`config.mk`:
```
export PLATFORM = sky130hd
export DESIGN_NAME = i2c_master_bit_engine_core
export DESIGN_NICKNAME = d
export VERILOG_FILES = /design/src/i2cm_pkg.sv /design/src/i2cm_in_stage.sv /design/src/i2cm_step.sv /design/src/i2c_master_bit_engine_core.sv
export SDC_FILE = /design/constraint.sdc
export NUM_CORES = 1
export LEC_CHECK = 0
export ABC_AREA = 1
export BUFFER_PORTS_ARGS = -buffer_cell sky130_fd_sc_hd__buf_2
export CORE_MARGIN = 5
export CORE_UTILIZATION = 50
export DETAILED_ROUTE_END_ITERATION = 6
export PLACE_DENSITY = 0.7
export SLEW_MARGIN = 20
export SYNTH_ARGS = -nofsm -noshare
export SYNTH_HDL_FRONTEND = slang
export SYNTH_HIERARCHICAL = 1
export SYNTH_SLANG_ARGS = --single-unit
```
`constraint.sdc`:
```
create_clock -name clk_i -period 5.4 [get_ports clk_i]
set_input_delay 1.08 -clock clk_i [delete_from_list [all_inputs] [get_ports clk_i]]
set_output_delay 1.08 -clock clk_i [all_outputs]
set_load 0.02 [all_outputs]
```
`src/i2cm_pkg.sv`:
```
package i2cm_pkg;

  localparam logic [2:0] CMD_IDLE      = 3'd0;
  localparam logic [2:0] CMD_START     = 3'd1;
  localparam logic [2:0] CMD_STOP      = 3'd2;
  localparam logic [2:0] CMD_WRITE     = 3'd3;
  localparam logic [2:0] CMD_READ_ACK  = 3'd4;
  localparam logic [2:0] CMD_READ_NACK = 3'd5;

  localparam logic [3:0] BITS_PER_BYTE = 4'd8;
  localparam logic [7:0] PHASE_TICKS_RESET = 8'd1;

  typedef struct packed {
    logic [2:0] mode;
    logic [7:0] send_byte;
    logic       sda_in;
  } item_t;

  typedef struct packed {
    logic [2:0] cmd;
    logic [1:0] phase;
    logic [3:0] bit_idx;
    logic [7:0] tick_cnt;
    logic [7:0] shift;
    logic       ack;
    logic       scl;
    logic       sda;
    logic       drive;
    logic [7:0] read_hold;
  } eng_state_t;

  typedef struct packed {
    logic       rejected;
    logic       ack_seen;
    logic [7:0] read_byte;
    logic       done_res;
    logic       busy_res;
    logic       sda_drive;
    logic       sda_level;
    logic       scl_level;
  } result_t;

endpackage

```
`src/i2cm_in_stage.sv`:
```
module i2cm_in_stage
  import i2cm_pkg::*;
(
  input  logic        clk_i,
  input  logic        rst_ni,
  input  logic        s_axis_tvalid,
  output logic        s_axis_tready,
  input  logic [15:0] s_axis_tdata,
  input  logic [2:0]  s_axis_tuser,
  input  logic        take_i,
  output logic        valid_o,
  output item_t       item_o
);

  logic  valid_q, valid_d;
  item_t item_q;

  assign s_axis_tready = !valid_q || take_i;

  always_comb begin
    valid_d = valid_q;
    if (s_axis_tready) begin
      valid_d = s_axis_tvalid;
    end
  end

  always_ff @(posedge clk_i or negedge rst_ni) begin
    if (!rst_ni) begin
      valid_q <= 1'b0;
    end else begin
      valid_q <= valid_d;
    end
  end

  always_ff @(posedge clk_i) begin
    if (s_axis_tready && s_axis_tvalid) begin
      item_q.mode      <= s_axis_tuser;
      item_q.send_byte <= s_axis_tdata[7:0];
      item_q.sda_in    <= s_axis_tdata[8];
    end
  end

  assign valid_o = valid_q;
  assign item_o  = item_q;

endmodule

```
`src/i2cm_step.sv`:
```
module i2cm_step
  import i2cm_pkg::*;
(
  input  eng_state_t st_i,
  input  item_t      item_i,
  input  logic [7:0] phase_ticks_i,
  output eng_state_t st_o,
  output result_t    res_o
);

  logic       is_cmd, rej, launch, last_tick, fin;
  logic [7:0] len;
  eng_state_t s;

  always_comb begin
    is_cmd = (item_i.mode >= CMD_START) && (item_i.mode <= CMD_READ_NACK);
    rej    = is_cmd && (st_i.cmd != CMD_IDLE);
    launch = is_cmd && (st_i.cmd == CMD_IDLE);
    fin    = 1'b0;
    len    = (phase_ticks_i == 8'd0) ? 8'd1 : phase_ticks_i;
    s      = st_i;

    if (launch) begin
      s.cmd      = item_i.mode;
      s.phase    = 2'd0;
      s.bit_idx  = 4'd0;
      s.tick_cnt = 8'd0;
      s.shift    = (item_i.mode == CMD_WRITE) ? item_i.send_byte : 8'd0;
    end

    last_tick = ({1'b0, s.tick_cnt} + 9'd1) >= {1'b0, len};

    if (s.cmd != CMD_IDLE) begin
      // drive levels for the current phase
      unique case (s.cmd)
        CMD_START: begin
          s.drive = 1'b1;
          unique case (s.phase)
            2'd0: s.sda = 1'b1;
            2'd1: begin s.scl = 1'b1; s.sda = 1'b1; end
            2'd2: begin s.scl = 1'b1; s.sda = 1'b0; end
            default: begin s.scl = 1'b0; s.sda = 1'b0; end
          endcase
        end
        CMD_STOP: begin
          s.drive = 1'b1;
          unique case (s.phase)
            2'd0: s.sda = 1'b0;
            2'd1: begin s.scl = 1'b1; s.sda = 1'b0; end
            default: begin s.scl = 1'b1; s.sda = 1'b1; end
          endcase
        end
        CMD_WRITE: begin
          if (s.bit_idx < BITS_PER_BYTE) begin
            s.scl   = (s.phase != 2'd0);
            s.sda   = s.shift[7];
            s.drive = 1'b1;
          end else begin
            s.scl   = (s.phase == 2'd1);
            s.drive = (s.phase >= 2'd2);
          end
        end
        default: begin
          if (s.bit_idx < BITS_PER_BYTE) begin
            s.scl   = (s.phase != 2'd0);
            s.drive = 1'b0;
          end else begin
            s.scl   = (s.phase == 2'd1);
            s.sda   = (s.cmd == CMD_READ_NACK);
            s.drive = 1'b1;
          end
        end
      endcase

      // close the phase on its last tick
      if (last_tick) begin
        s.tick_cnt = 8'd0;
        unique case (s.cmd)
          CMD_START: begin
            if (s.phase >= 2'd3) fin = 1'b1;
            else s.phase = s.phase + 2'd1;
          end
          CMD_STOP: begin
            if (s.phase >= 2'd2) fin = 1'b1;
            else s.phase = s.phase + 2'd1;
          end
          default: begin
            if (s.bit_idx < BITS_PER_BYTE) begin
              if (s.phase == 2'd0) begin
                s.phase = 2'd1;
              end else begin
                s.shift   = {s.shift[6:0], (s.cmd != CMD_WRITE) && item_i.sda_in};
                s.phase   = 2'd0;
                s.bit_idx = s.bit_idx + 4'd1;
              end
            end else begin
              if (s.phase == 2'd1 && s.cmd == CMD_WRITE) begin
                s.ack = !item_i.sda_in;
              end
              if (s.phase >= 2'd2) begin
                if (s.cmd != CMD_WRITE) s.read_hold = s.shift;
                fin = 1'b1;
              end else begin
                s.phase = s.phase + 2'd1;
              end
            end
          end
        endcase
        if (fin) begin
          s.cmd     = CMD_IDLE;
          s.phase   = 2'd0;
          s.bit_idx = 4'd0;
        end
      end else begin
        s.tick_cnt = s.tick_cnt + 8'd1;
      end
    end

    st_o               = s;
    res_o.scl_level    = s.scl;
    res_o.sda_level    = s.sda;
    res_o.sda_drive    = s.drive;
    res_o.busy_res     = (s.cmd != CMD_IDLE);
    res_o.done_res     = fin;
    res_o.read_byte    = s.read_hold;
    res_o.ack_seen     = s.ack;
    res_o.rejected     = rej;
  end

endmodule

```
`src/i2c_master_bit_engine_core.sv`:
```
// I2C master bit engine. Each input transfer is one bus tick: tuser carries the
// command (0 tick, 1 start, 2 stop, 3 write byte, 4 read then ACK, 5 read then
// NACK; 6 and 7 count as ticks), tdata the byte to send and the sampled SDA pin.
// Each input transfer yields exactly one output transfer with the SCL/SDA levels,
// SDA drive enable and status after that tick. Each bus phase lasts phase_ticks
// ticks (0 counts as 1), written through cfg_wr_en_i; the user must write it only
// while no command runs, which the block does not enforce. A command that arrives
// while another runs is flagged as rejected and dropped. One transfer per clock while
// the output accepts, via an input register, the state step and a result register.
module i2c_master_bit_engine_core
  import i2cm_pkg::*;
(
  input  logic        clk_i,
  input  logic        rst_ni,
  input  logic        cfg_wr_en_i,
  input  logic [7:0]  cfg_wr_data_i,
  input  logic        s_axis_tvalid,
  output logic        s_axis_tready,
  input  logic [15:0] s_axis_tdata,   // [7:0] send_byte, [8] sda_in, [15:9] zero
  input  logic [2:0]  s_axis_tuser,   // [2:0] mode
  output logic        m_axis_tvalid,
  input  logic        m_axis_tready,
  output logic [15:0] m_axis_tdata    // [0] scl_level, [1] sda_level, [2] sda_drive,
                                      // [3] busy_res, [4] done_res, [12:5] read_byte,
                                      // [13] ack_seen, [14] rejected, [15] zero
);

  logic       in_valid, adv;
  item_t      item;
  logic [7:0] phase_ticks_q;
  eng_state_t st_q, st_d;
  result_t    res_d, res_q;
  logic       out_valid_q;

  assign adv = in_valid && (!out_valid_q || m_axis_tready);

  i2cm_in_stage u_in (
    .clk_i         (clk_i),
    .rst_ni        (rst_ni),
    .s_axis_tvalid (s_axis_tvalid),
    .s_axis_tready (s_axis_tready),
    .s_axis_tdata  (s_axis_tdata),
    .s_axis_tuser  (s_axis_tuser),
    .take_i        (adv),
    .valid_o       (in_valid),
    .item_o        (item)
  );

  i2cm_step u_step (
    .st_i          (st_q),
    .item_i        (item),
    .phase_ticks_i (phase_ticks_q),
    .st_o          (st_d),
    .res_o         (res_d)
  );

  always_ff @(posedge clk_i or negedge rst_ni) begin
    if (!rst_ni) begin
      phase_ticks_q <= PHASE_TICKS_RESET;
    end else if (cfg_wr_en_i) begin
      phase_ticks_q <= cfg_wr_data_i;
    end
  end

  always_ff @(posedge clk_i or negedge rst_ni) begin
    if (!rst_ni) begin
      st_q           <= '{cmd: CMD_IDLE, phase: 2'd0, bit_idx: 4'd0, tick_cnt: 8'd0,
                          shift: 8'd0, ack: 1'b0, scl: 1'b1, sda: 1'b1, drive: 1'b1,
                          read_hold: 8'd0};
      out_valid_q    <= 1'b0;
    end else if (adv) begin
      st_q           <= st_d;
      out_valid_q    <= 1'b1;
    end else if (m_axis_tready) begin
      out_valid_q    <= 1'b0;
    end
  end

  always_ff @(posedge clk_i) begin
    if (adv) begin
      res_q <= res_d;
    end
  end

  assign m_axis_tvalid = out_valid_q;
  assign m_axis_tdata  = {1'b0, res_q};

endmodule

```
### Word level (Yosys, flattened, before mapping)

Index checks and enable logic that the tools add are counted.

* output and inout port bits: 18
* flip-flop bits (word level): 74
* word-level logic and storage cells: 110

* mux-type cells: 44
* add/sub/neg operators: 4
* magnitude comparators: 6
* reduce and logical (&&, ||, !) cells: 24
* eq/ne operators: 8

Operator list (number)
* $mux 8: 10
* $mux 37: 1
* $mux 9: 4
* $mux 25: 1
* $mux 1: 18
* $mux 4: 3
* $add 8x1->9 const B: 1
* $eq 3x2->1 const B: 3
* $ge 9x8->1: 1
* $pmux 3 s3: 1
* $reduce_bool 3->1: 3
* $add 8x1->8 const B: 1
* $logic_not 8->1: 1
* $logic_and 1x1->1: 7
* $mux 2: 3
* $reduce_or 2->1: 3
* $add 4x1->4 const B: 1
* $ge 2x2->1 const B: 2
* $lt 4x4->1 const B: 1
* $pmux 1 s2: 2
* $pmux 2 s2: 1
* $reduce_bool 2->1: 2
* $eq 3x1->1 const B: 1
* $eq 3x3->1 const B: 1
* other kinds (11): 14

### Longest topological paths before layout

Gate-level depths: netlist of the first run.

* word-level depth: 14
* mapped depth: 30

### Cells and area by module

The synthesis of the first run kept the hierarchy.

By module, submodules not included
* i2c_master_bit_engine_core: times used 1, area each 2303.5 um2, cells each 216, seq. area each 1606.5 um2
* i2cm_step: times used 1, area each 1672.9 um2, cells each 307, seq. area each 0.0 um2
* i2cm_in_stage: times used 1, area each 405.4 um2, cells each 18, seq. area each 385.4 um2

### Worst setup path after synthesis of the first run

No wires, ideal clock.

* path kind: in2out
* from: input m_axis_tready
* to: output s_axis_tready
* required time: 4.320 ns
* stages on the path: 8
* arrival: 2.120 ns
* buffers on the path: 2
* slack: 2.200 ns
* path through: inv_1 > nand2_2 > nand2_2 > buf_6 > buf_6 > inv_1 > inv_1 > nand2_1

* word-level cells in the longest chain between the ends: 3

Ends and longest elaborated chain
* start, declared: RTL line i2c_master_bit_engine_core.sv:22 `input logic m_axis_tready,`
* $logic_or 1x1->1: RTL line i2c_master_bit_engine_core.sv:35 `assign adv = in_valid && (!out_valid_q || m_axis_tready);`
* $logic_and 1x1->1: RTL line i2c_master_bit_engine_core.sv:35
* net adv: RTL line i2c_master_bit_engine_core.sv:28 `logic in_valid, adv;`
* $logic_or 1x1->1: RTL line i2cm_in_stage.sv:18 `assign s_axis_tready = !valid_q || take_i;`
* end, declared: RTL line i2c_master_bit_engine_core.sv:18 `output logic s_axis_tready,`

The timed path passes the listed nets, and every way through them passes these cells.

==> qor.csv, run 1 <==
metric,value,unit
slowest cell on the critical path,nor2_2,
ratio of cells with drive above 1 in the final layout,18.74,%
Max Cap Violations,0,
Crit path top cell by count,nand2_1,
RSZ-0062 raised after global routing,false,
synth-to-layout area growth,7.339,%
post-synthesis sequential area ratio,45.46,%
initial antenna violation count,0,
Clk Tree Root Cell,clkbuf_8,
die span in y,103.6,um
yosys warns,6,
Starting DRT DRC Count,206,
xor/xnor share of the synthesized area,0.7995,%
starting density of the core,50.74,%
Num CTS Buffers,9,
CTS tree,built,
"Setup violations, final",0,
maximum fanout along the worst path,18,
switching share of power,42.91,%
CP peak stage delay,0.57,ns
gpl congestion,0.9068,
Netlist cell types,37,
Synth Register Bits,74,
Fmax,268.8,MHz
Flop pwr share,38.5,%
Clock Power Share,20.4,%
critical path launch point type,flip-flop,
WL per Instance,13.38,um
outcome,finished clean,
Mapped Cells,541,
Worst-Margin Slew,0.8843,ns
"Buf+Inv Stages, Crit Path",3,
NetSw,0.8551,mW
I/O Pins,50,
Power Density,423.7,nW/um2
# nets final,611,
clock latency on the worst-skew pair,0.35,ns
setup bufs post-CTS,0,
vias in the first global route,3358,
Worst VDD drop,0.0002230,V
# diodes,0,
number of DRC violations after detailed routing,0,
Final Cell Area,4703,um2
main combinational cell family by area after synthesis,simple AND/OR/NAND/NOR gates,
hold-fix buffers at CTS,0,
worst setup path class,reg2reg,
syn_area_per_cell,8.099,um2
Synth Area in Adders,3.712,%
post-route ant nets,0,
Simple-Gate Fraction of Synth Area,28.67,%
Vias,3496,
Core Region,8636,um2
row count,34,
GRT Util Overall,17.39,%
"Slew Viols, Final",0,
Pint,1.138,mW
"Reg clk slew, reported paths",0.08,ns
Synth Area in Compound Gates,8.966,%
Pre-Repair DR Iteration Count,5,
Final WS setup,1.679,ns
Worst slew margin,40.59,%
CTS max path bufs,2,
crit path DAT,4.01,ns
Overflow after GRT,0,
P_leak,2.396,nW
Setup crit end kind,flip-flop,
dpl cell area,4516,um2
Vias/cell,5.149,
post-CTS resize count,0,
fill count,837,
htree depth,3,
synthesized cell area,4382,um2
first-pass GRT wire length,15610,um
largest net degree at the start of global routing,48,
Die Width,103.6,um
"Period Utilization, post-route",68.90,%
Total Negative Setup Slacks,0,ns
post-synthesis mux area share,0.2284,%
Final HPWL DP,6294,um
pre-CTS setup slack,1.740,ns
Die Footprint,10740,um2
CP required,5.69,ns
PortBufs,41,
Synth Net Count,586,
final hold viol count,0,
Gate power share,41.1,%
crit-path leading delay family,simple AND/OR/NAND/NOR gates,
minimum clock period,3.721,ns
final wirelength,9085,um
Setup Skew,0.01171,ns
Sink Count,74,
Hold Path Class,reg2reg,
==> tightest hold or removal path, stage by stage, from the launching register on <==
cell and delay [ns]:
dfstp_2 0.37, nand2_1 0.06, nand2_1 0.05
==> cells in the final DEF, fill, tap and decap left out, types with 2 or more instances in the layout <==
cell and instances:
dfstp_2 4, nand2_1 166, o22ai_1 5, dfrtp_1 43
nand4_1 2, edfxtp_1 27, inv_1 73, xor2_1 2
nor3_1 2, buf_4 6, nor2_2 2, xnor2_1 2
o21ai_0 26, nand3_1 53, nand2_4 2, o21ai_2 15
clkinv_4 3, nor4_1 2, clkinvlp_4 2, a21oi_1 12
clkbuf_8 10, nor2_1 30, ha_1 13, buf_2 41
nor2_4 3, nand2_2 6, nand3_2 6
==> cell type report <==
type,count,area (um2),share of cell area (%)
sequential,74,1992,42.35
multi-input combinational,360,1861,39.56
inverter,74,277.8,5.906
timing repair buffer,47,250.2,5.321
clock buffer,10,137.6,2.926
tap,108,135.1,2.873
clock inverter,6,50.05,1.064
==> cell families after synthesis <==
family                   count (synthesis)
AND/OR/NAND/NOR                        278
buffers and inverters                  107
flip-flops                              74
AO/OA/AOI/OAI                           63
adder cells (fa/ha/maj)                 13
XOR/XNOR                                 4
other                                    1
multiplexers                             1
==> registers in the layout, summed over array words and instances, names as in the netlist <==
name,count
m_axis_tdata,15
m_axis_tvalid,1
phase_ticks_q,8
st_q,37
u_in/item_o,12
u_in/valid_o,1
==> path summary, 6_finish.rpt <==
kind / from / to / slack (ns) / depth (start not counted)
min in group asynchronous: rst_ni / st_q[16]$_DFFE_PN0P_ / 0.83 / 2
hold / removal: st_q[8]$_DFFE_PN1P_ / st_q[8]$_DFFE_PN1P_ / 0.47 / 2
setup / recovery: u_in/item_o[11]$_DFFE_PP_ / st_q[6]$_DFFE_PN0P_ / 1.68 / 25
hold reg to reg: st_q[8]$_DFFE_PN1P_ / st_q[8]$_DFFE_PN1P_ / 0.47 / 2
setup reg to reg: u_in/item_o[11]$_DFFE_PP_ / st_q[6]$_DFFE_PN0P_ / 1.68 / 25
max in group asynchronous: rst_ni / st_q[32]$_DFFE_PN0P_ / 4.14 / 2
==> cell usage after synthesis (all sizes together) <==
cell type / count / share of area (%)
conb: 1 / 0.086
nor4: 2 / 0.29
dfstp: 4 / 2.4
nand2: 174 / 16
mux2i: 1 / 0.23
dfrtp: 43 / 25
o21ai: 41 / 6.0
a41o: 1 / 0.23
ha: 13 / 3.7
nand3: 60 / 7.8
nand4: 2 / 0.29
o22ai: 5 / 0.71
xnor2: 2 / 0.40
o31ai: 1 / 0.17
buf: 33 / 5.7
o211ai: 1 / 0.17
or2: 1 / 0.14
a21oi: 13 / 1.6
edfxtp: 27 / 19
a31oi: 1 / 0.14
inv: 74 / 6.3
nor3: 3 / 0.46
xor2: 2 / 0.40
nor2: 36 / 4.1
==> metal layers <==
| layer | share of wire (%) | routed length [um] | track usage [%] | up-vias |
|---|---|---|---|---|
| li1 | - | - | - | 1766 |
| met1 | 47 | 4236 | 23.06 | 1628 |
| met2 | 47 | 4312 | 28.28 | 92 |
| met3 | 4.6 | 415 | 3.234 | 10 |
| met4 | 1.3 | 121 | 6.467 | 0 |
| met5 | 0 | 0 | 0 | - |
==> power groups by stage <==
stage / clock network, mW / registers [mW] / logic [mW]
after floorplan: 0 / 0.803 / 0.638
after global placement: 0 / 0.773 / 0.789
after detailed placement: 0 / 0.778 / 0.811
after CTS: 0.412 / 0.767 / 0.814
after global routing: 0.439 / 0.778 / 0.926
final: 0.407 / 0.767 / 0.818
==> metrics by stage <==
step	util, %	hold WS (ns)	total power [mW]	instances
2_1_floorplan	-	0.4419	1.441	541
6_report	54.46	0.4731	1.993	679
4_1_cts	54.46	0.4757	1.994	679
5_1_grt	54.46	0.4978	2.143	679
3_3_place_gp	52.29	0.4493	1.563	663
3_5_place_dp	52.29	0.4590	1.589	663
No activity file was read; power rests on OpenSTA's default activity.
==> run 2: changes to the inputs <==
clock period = 3.6 ns   (was 5.4 ns; I/O delays follow)
==> qor.csv, run 2 (same netlist as run 1, synthesis figures left out) <==
metric,value,unit,change
"commonest non-fill, non-tap cell in the layout",nand2_1,,
Fmax,309.7,MHz,+15%
Worst VDD drop,0.0003252,V,+46%
Final HPWL DP,6556,um,+4.2%
Hold Path Class,in2async,,
"Most Used Layer, Global Route",met2,,
dpl cells,666,,+0.45%
setup bufs post-CTS,0,,unchanged
Total Negative Setup Slacks,0,ns,unchanged
post-route ant nets,0,,unchanged
Core Region,8636,um2,unchanged
"Period Utilization, post-route",89.69,%,+21 points
Max Cap Violations,0,,unchanged
"Reg clk slew, reported paths",0.08,ns,about the same
reg2reg path depth,24,,-4.0%
Sink Count,74,,unchanged
Pre-Repair DR Iteration Count,5,,unchanged
minimum clock period,3.229,ns,-0.4920 ns
met3 usage,2.985,%,-0.25 points
final wirelength,9255,um,+1.9%
row count,34,,unchanged
# diodes,0,,unchanged
WL per Instance,13.59,um,+1.6%
GRT Util Overall,17.55,%,+0.16 points
htree depth,3,,unchanged
Starting DRT DRC Count,210,,+1.9%
Worst slew margin,51.75,%,+11 points
largest net degree at the start of global routing,39,,-19%
R2R Path End,st_q[22]$_DFFE_PN0P_,,
GRT met2 Usage,27.05,%,-1.2 points
RSZ-0062 raised after global routing,false,,
Clk Tree Root Cell,clkbuf_8,,
CP startpoint,u_in/item_o[11]$_DFFE_PP_,,
Vias/cell,5.226,,+1.5%
vias in the first global route,3354,,-0.12%
first-pass GRT wire length,15840,um,+1.5%
initial antenna violation count,0,,unchanged
"Most flops, register",st_q,,
Num CTS Buffers,9,,unchanged
I/O Pins,50,,unchanged
Final Cell Area,4711,um2,+0.16%
Vias,3559,,+1.8%
Setup Skew,0.01202,ns,+0.0003114 ns
outcome,finished clean,,
synth-to-layout area growth,7.510,%,
max reg flops,37,,unchanged
dpl cell area,4538,um2,+0.50%
starting density of the core,50.74,%,unchanged
Final Util,54.55,%,+0.087 points
CTS max path bufs,2,,unchanged
"Setup violations, final",0,,unchanged
PortBufs,41,,unchanged
Overflow after GRT,0,,unchanged
worst setup path class,reg2reg,,
clock latency on the worst-skew pair,0.35,ns,about the same
Die Width,103.6,um,unchanged
R2R Setup Slk,0.37,ns,-1.31 ns
final hold viol count,0,,unchanged
critical path launch point type,flip-flop,,
P_leak,2.423,nW,+1.1%
GRT met1 Usage,24.75,%,+1.7 points
number of DRC violations after detailed routing,0,,unchanged
ratio of cells with drive above 1 in the final layout,19.02,%,+0.28 points
# nets final,614,,+0.49%
Worst-Margin Slew,0.7237,ns,-0.1606 ns
die span in y,103.6,um,unchanged
CTS tree,built,,
"Slew Viols, Final",0,,unchanged
CP endpoint,st_q[22]$_DFFE_PN0P_,,
CP required,3.88,ns,-1.81 ns
gpl congestion,0.8840,,-2.5%
Setup crit end kind,flip-flop,,
Die Footprint,10740,um2,unchanged
"leading cell types in the layout, fill and taps excluded","166 x nand2_1, 73 x inv_1, 53 x nand3_1, 43 x dfrtp_1, 41 x buf_2",,
crit path DAT,3.51,ns,-0.50 ns
Power Density,628.9,nW/um2,+48%
maximum fanout along the worst path,6,,-12
Final Instance Count excl. Fillers,681,,+0.29%
worst r2r src,u_in/item_o[11]$_DFFE_PP_,,
[run 2: changes by cell type in the layout (fill, tap and decap cells not counted), sizes merged]
cell	change
buf	+3
clkinvlp	-1
clkbuf	-1
clkinv	+1
[run 2: how the worst min path moves through the flow]
stage / slack [ns] / depth (start not counted) / start / endpoint
floorplan: 0.42 / 0 / rst_ni / m_axis_tvalid$_DFFE_PN0P_
global placement: 0.45 / 2 / st_q[8]$_DFFE_PN1P_ / st_q[8]$_DFFE_PN1P_
detailed placement: 0.46 / 2 / st_q[19]$_DFFE_PN0P_ / st_q[19]$_DFFE_PN0P_
CTS: 0.43 / 1 / rst_ni / st_q[16]$_DFFE_PN0P_
global route: 0.48 / 1 / rst_ni / st_q[2]$_DFFE_PN0P_
finish: 0.42 / 1 / rst_ni / st_q[16]$_DFFE_PN0P_
[run 2: power breakdown]
part	switching, mW	internal [mW]
Clock	0.325	0.249
Combinational	0.850	0.381
Sequential	0.0976	1.06
Total	1.27	1.69
[run 2: per-layer routing]
metal	up-vias	routed length, um
li1	1769	-
met1	1669	4357
met2	108	4258
met3	13	505
met4	0	135
met5	-	0
[run 2: per-stage QoR]
stage,setup slack [ns],hold WS (ns),power [mW]
2_1_floorplan,0.6272,0.4244,2.161
3_3_place_gp,0.3685,0.4498,2.358
3_5_place_dp,0.2987,0.4598,2.394
4_1_cts,0.2767,0.4342,2.975
5_1_grt,0.008536,0.4841,3.185
6_report,0.3711,0.4186,2.962
[run 2: layout make-up]
| class | count | area (um2) |
|---|---|---|
| Timing Repair Buffer | 50 | 272.8 |
| Multi-Input combinational cell | 360 | 1866 |
| Fill cell | 811 | 3925 |
| Inverter | 74 | 277.8 |
| Sequential cell | 74 | 1992 |
| Tap cell | 108 | 135.1 |
| Clock buffer | 9 | 123.9 |
| Clock inverter | 6 | 43.79 |
[run 2: timing repair]
item / CTS / global route
hold buffers: 0 / 0
gates resized for setup: 0 / 1
setup endpoints to repair: 0 / 11
endpoints found under the hold margin: 0 / 0
[run 2: critical path, stage by stage (launching register included)]
cell and delay (ns):
edfxtp_1 0.45, nor2_1 0.14, nand2_2 0.10, nand2_1 0.10, nor2_2 0.05, nor2_1 0.15
inv_1 0.11, nor3_1 0.15, inv_1 0.08, nand2_1 0.10, inv_1 0.05, ha_1 0.30
a21oi_1 0.15, nand2_1 0.06, nand2_1 0.06, nand2_1 0.05, nand2_1 0.05, nand2_1 0.04
nand2_1 0.07, nand3_2 0.14, inv_1 0.19, nand2_1 0.19, o22ai_1 0.19, nand3_1 0.10
nand2_1 0.09
==> run 3: changes to the inputs <==
CORE_ASPECT_RATIO = 0.5   (was not set)
RECOVER_POWER = 100   (was not set)
SLEW_MARGIN = not set   (was 20)
==> qor.csv, run 3 (same netlist as run 1, synthesis figures left out) <==
metric,value,unit,change
outcome,finished with violations,,
failing checks,"max-capacitance violations, max-slew violations",,
Core Region,8618,um2,-0.20%
starting density of the core,50.84,%,+0.10 points
Die Footprint,10850,um2,+1.1%
dpl cell area,4542,um2,about the same
Power Density,680.9,nW/um2,+8.3%
WL per Instance,13.42,um,-1.2%
Vias/cell,5.080,,-2.8%
M1 wire length,4405,um,+1.1%
synth-to-layout area growth,9.080,%,
register area,1992,um2,unchanged
RSZ-0062 raised after global routing,false,,
"Most flops, register",st_q,,
Hold Slack,0.4702,ns,+0.05164 ns
final hold viol count,0,,unchanged
slowest cell on the critical path,edfxtp_1,,
GRT Util Overall,18.06,%,+0.51 points
Final HPWL DP,6220,um,-5.1%
max reg flops,37,,unchanged
Total Negative Setup Slacks,0,ns,unchanged
Gate power share,36.8,%,-4.8 points
top layer in use,met4,,
# diodes,0,,unchanged
Worst slew margin,-74.04,%,-130 points
Final WS setup,0.3415,ns,-0.02968 ns
ratio of cells with drive above 1 in the final layout,13.09,%,-5.9 points
worst setup path class,reg2reg,,
Overflow after GRT,0,,unchanged
CP required,3.88,ns,about the same
row count,24,,-29%
gpl congestion,0.8972,,+1.5%
largest net degree at the start of global routing,48,,+23%
I/O Pins,50,,unchanged
Setup crit end kind,flip-flop,,
Sink Count,74,,unchanged
Hold Path Class,reg2reg,,
Clock Power Share,27.8,%,+8.4 points
crit path DAT,3.54,ns,+0.03 ns
"Reg clk slew, reported paths",0.06,ns,-0.02 ns
setup bufs post-CTS,0,,unchanged
Pint,1.977,mW,+17%
first-pass GRT wire length,15590,um,-1.6%
Pre-Repair DR Iteration Count,6,,+1
Met3 Wirelength,732,um,+45%
Max Cap Violations,1,,+1
CTS max path bufs,2,,unchanged
"Period Utilization, post-route",90.51,%,+0.82 points
Starting DRT DRC Count,284,,+35%
Worst VDD drop,0.0003208,V,-1.4%
Vias,3505,,-1.5%
Final Cell Area,4780,um2,+1.5%
pre-CTS setup slack,0.2571,ns,-0.04167 ns
Crit path top cell by count,nand2_1,,
htree depth,3,,unchanged
Flop pwr share,35.4,%,-3.7 points
P_leak,2.399,nW,-0.99%
fill count,821,,+1.2%
maximum fanout along the worst path,15,,+9
number of DRC violations after detailed routing,0,,unchanged
PortBufs,41,,unchanged
Num CTS Buffers,9,,unchanged
"Slew Viols, Final",48,,+48
initial antenna violation count,0,,unchanged
# nets final,613,,-0.16%
NetSw,1.277,mW,+0.35%
Setup Skew,0.005826,ns,-0.006197 ns
critical path launch point type,flip-flop,,
area of the multi-input gates,1827,um2,-2.1%
Die Width,142.4,um,+37%
switching share of power,39.25,%,-3.7 points
Fmax,306.9,MHz,-0.91%
"commonest non-fill, non-tap cell in the layout",nand2_1,,
final wirelength,9261,um,about the same
"leading cell types in the layout, fill and taps excluded","167 x nand2_1, 73 x inv_1, 53 x nand3_1, 43 x dfrtp_1, 31 x nor2_1",,
"Setup violations, final",0,,unchanged
CP peak stage delay,0.44,ns,about the same
clock latency on the worst-skew pair,0.34,ns,about the same
Worst-Margin Slew,2.611,ns,+1.887 ns
Clk Tree Root Cell,clkbuf_16,,
minimum clock period,3.259,ns,+0.02968 ns
vias in the first global route,3289,,-1.9%
post-route ant nets,0,,unchanged
Final Util,55.46,%,+0.91 points
CTS tree,built,,
die span in y,76.20,um,-26%
met2 WL,4034,um,-5.3%
==> run 3: cell count changes in the layout (fill, tap and decap cells not counted), moves of 3 or more <==
cell and delta:
o21ai_1 +5, clkbuf_1 +22, buf_4 -3, clkbuf_8 -8, o21ai_2 -9, clkbuf_16 +9
buf_2 -20, o21ai_0 +4
==> run 3: layout make-up <==
class	count	share of cell area [%]
inverters	74	5.812
flip-flops and latches	74	41.68
clock inverters	6	1.361
multi-input cells	360	38.22
clock buffers	10	5.000
repair buffers	49	4.869
well taps	117	3.063
==> run 3: power by group through the flow <==
stage | Combinational (mW) | Clock, mW | Sequential (mW)
after floorplan | 0.956 | 0 | 1.21
after global placement | 1.20 | 0 | 1.16
final | 1.20 | 0.905 | 1.15
after CTS | 1.23 | 0.923 | 1.15
after detailed placement | 1.22 | 0 | 1.16
after global routing | 1.36 | 0.970 | 1.17
==> run 3: final timing paths <==
path | startpoint | end | slack, ns | cells past startpoint
worst min-delay path | st_q[34]$_DFFE_PN0P_ | st_q[34]$_DFFE_PN0P_ | 0.47 | 2
worst min register to register | st_q[34]$_DFFE_PN0P_ | st_q[34]$_DFFE_PN0P_ | 0.47 | 2
max in group asynchronous | rst_ni | phase_ticks_q[1]$_DFFE_PN0P_ | 0.92 | 1
worst max-delay path | u_in/item_o[11]$_DFFE_PP_ | st_q[2]$_DFFE_PN0P_ | 0.34 | 27
worst max register to register | u_in/item_o[11]$_DFFE_PP_ | st_q[2]$_DFFE_PN0P_ | 0.34 | 27
min in group asynchronous | rst_ni | st_q[29]$_DFFE_PN0P_ | 1.20 | 1
==> run 3: repair_timing <==
item | in CTS | in global routing
endpoints found under the setup margin | 0 | 21
gates resized for setup | 0 | 2
hold buffers | 0 | 0
==> run 3: through the flow <==
stage | power (mW) | cells
after detailed placement | 2.385 | 674
after global placement | 2.359 | 674
after CTS | 3.305 | 690
after floorplan | 2.161 | 541
after global routing | 3.502 | 690
final | 3.255 | 690
==> run 3: layer usage <==
layer | global-route usage (%) | vias to the layer above
met5 | 0 | -
met3 | 5.517 | 9
li1 | - | 1776
met1 | 25.34 | 1615
met4 | 4.459 | 0
met2 | 27.42 | 105
==> run 3: critical path: cells and delay by family, from the launching register on <==
family,cells,cell delay [ns]
and+or+nand+nor,21,1.94
DFF,1,0.44
adders and majority gates,1,0.29
AOI/OAI and AO/OA,1,0.22
buffers and inverters,4,0.30
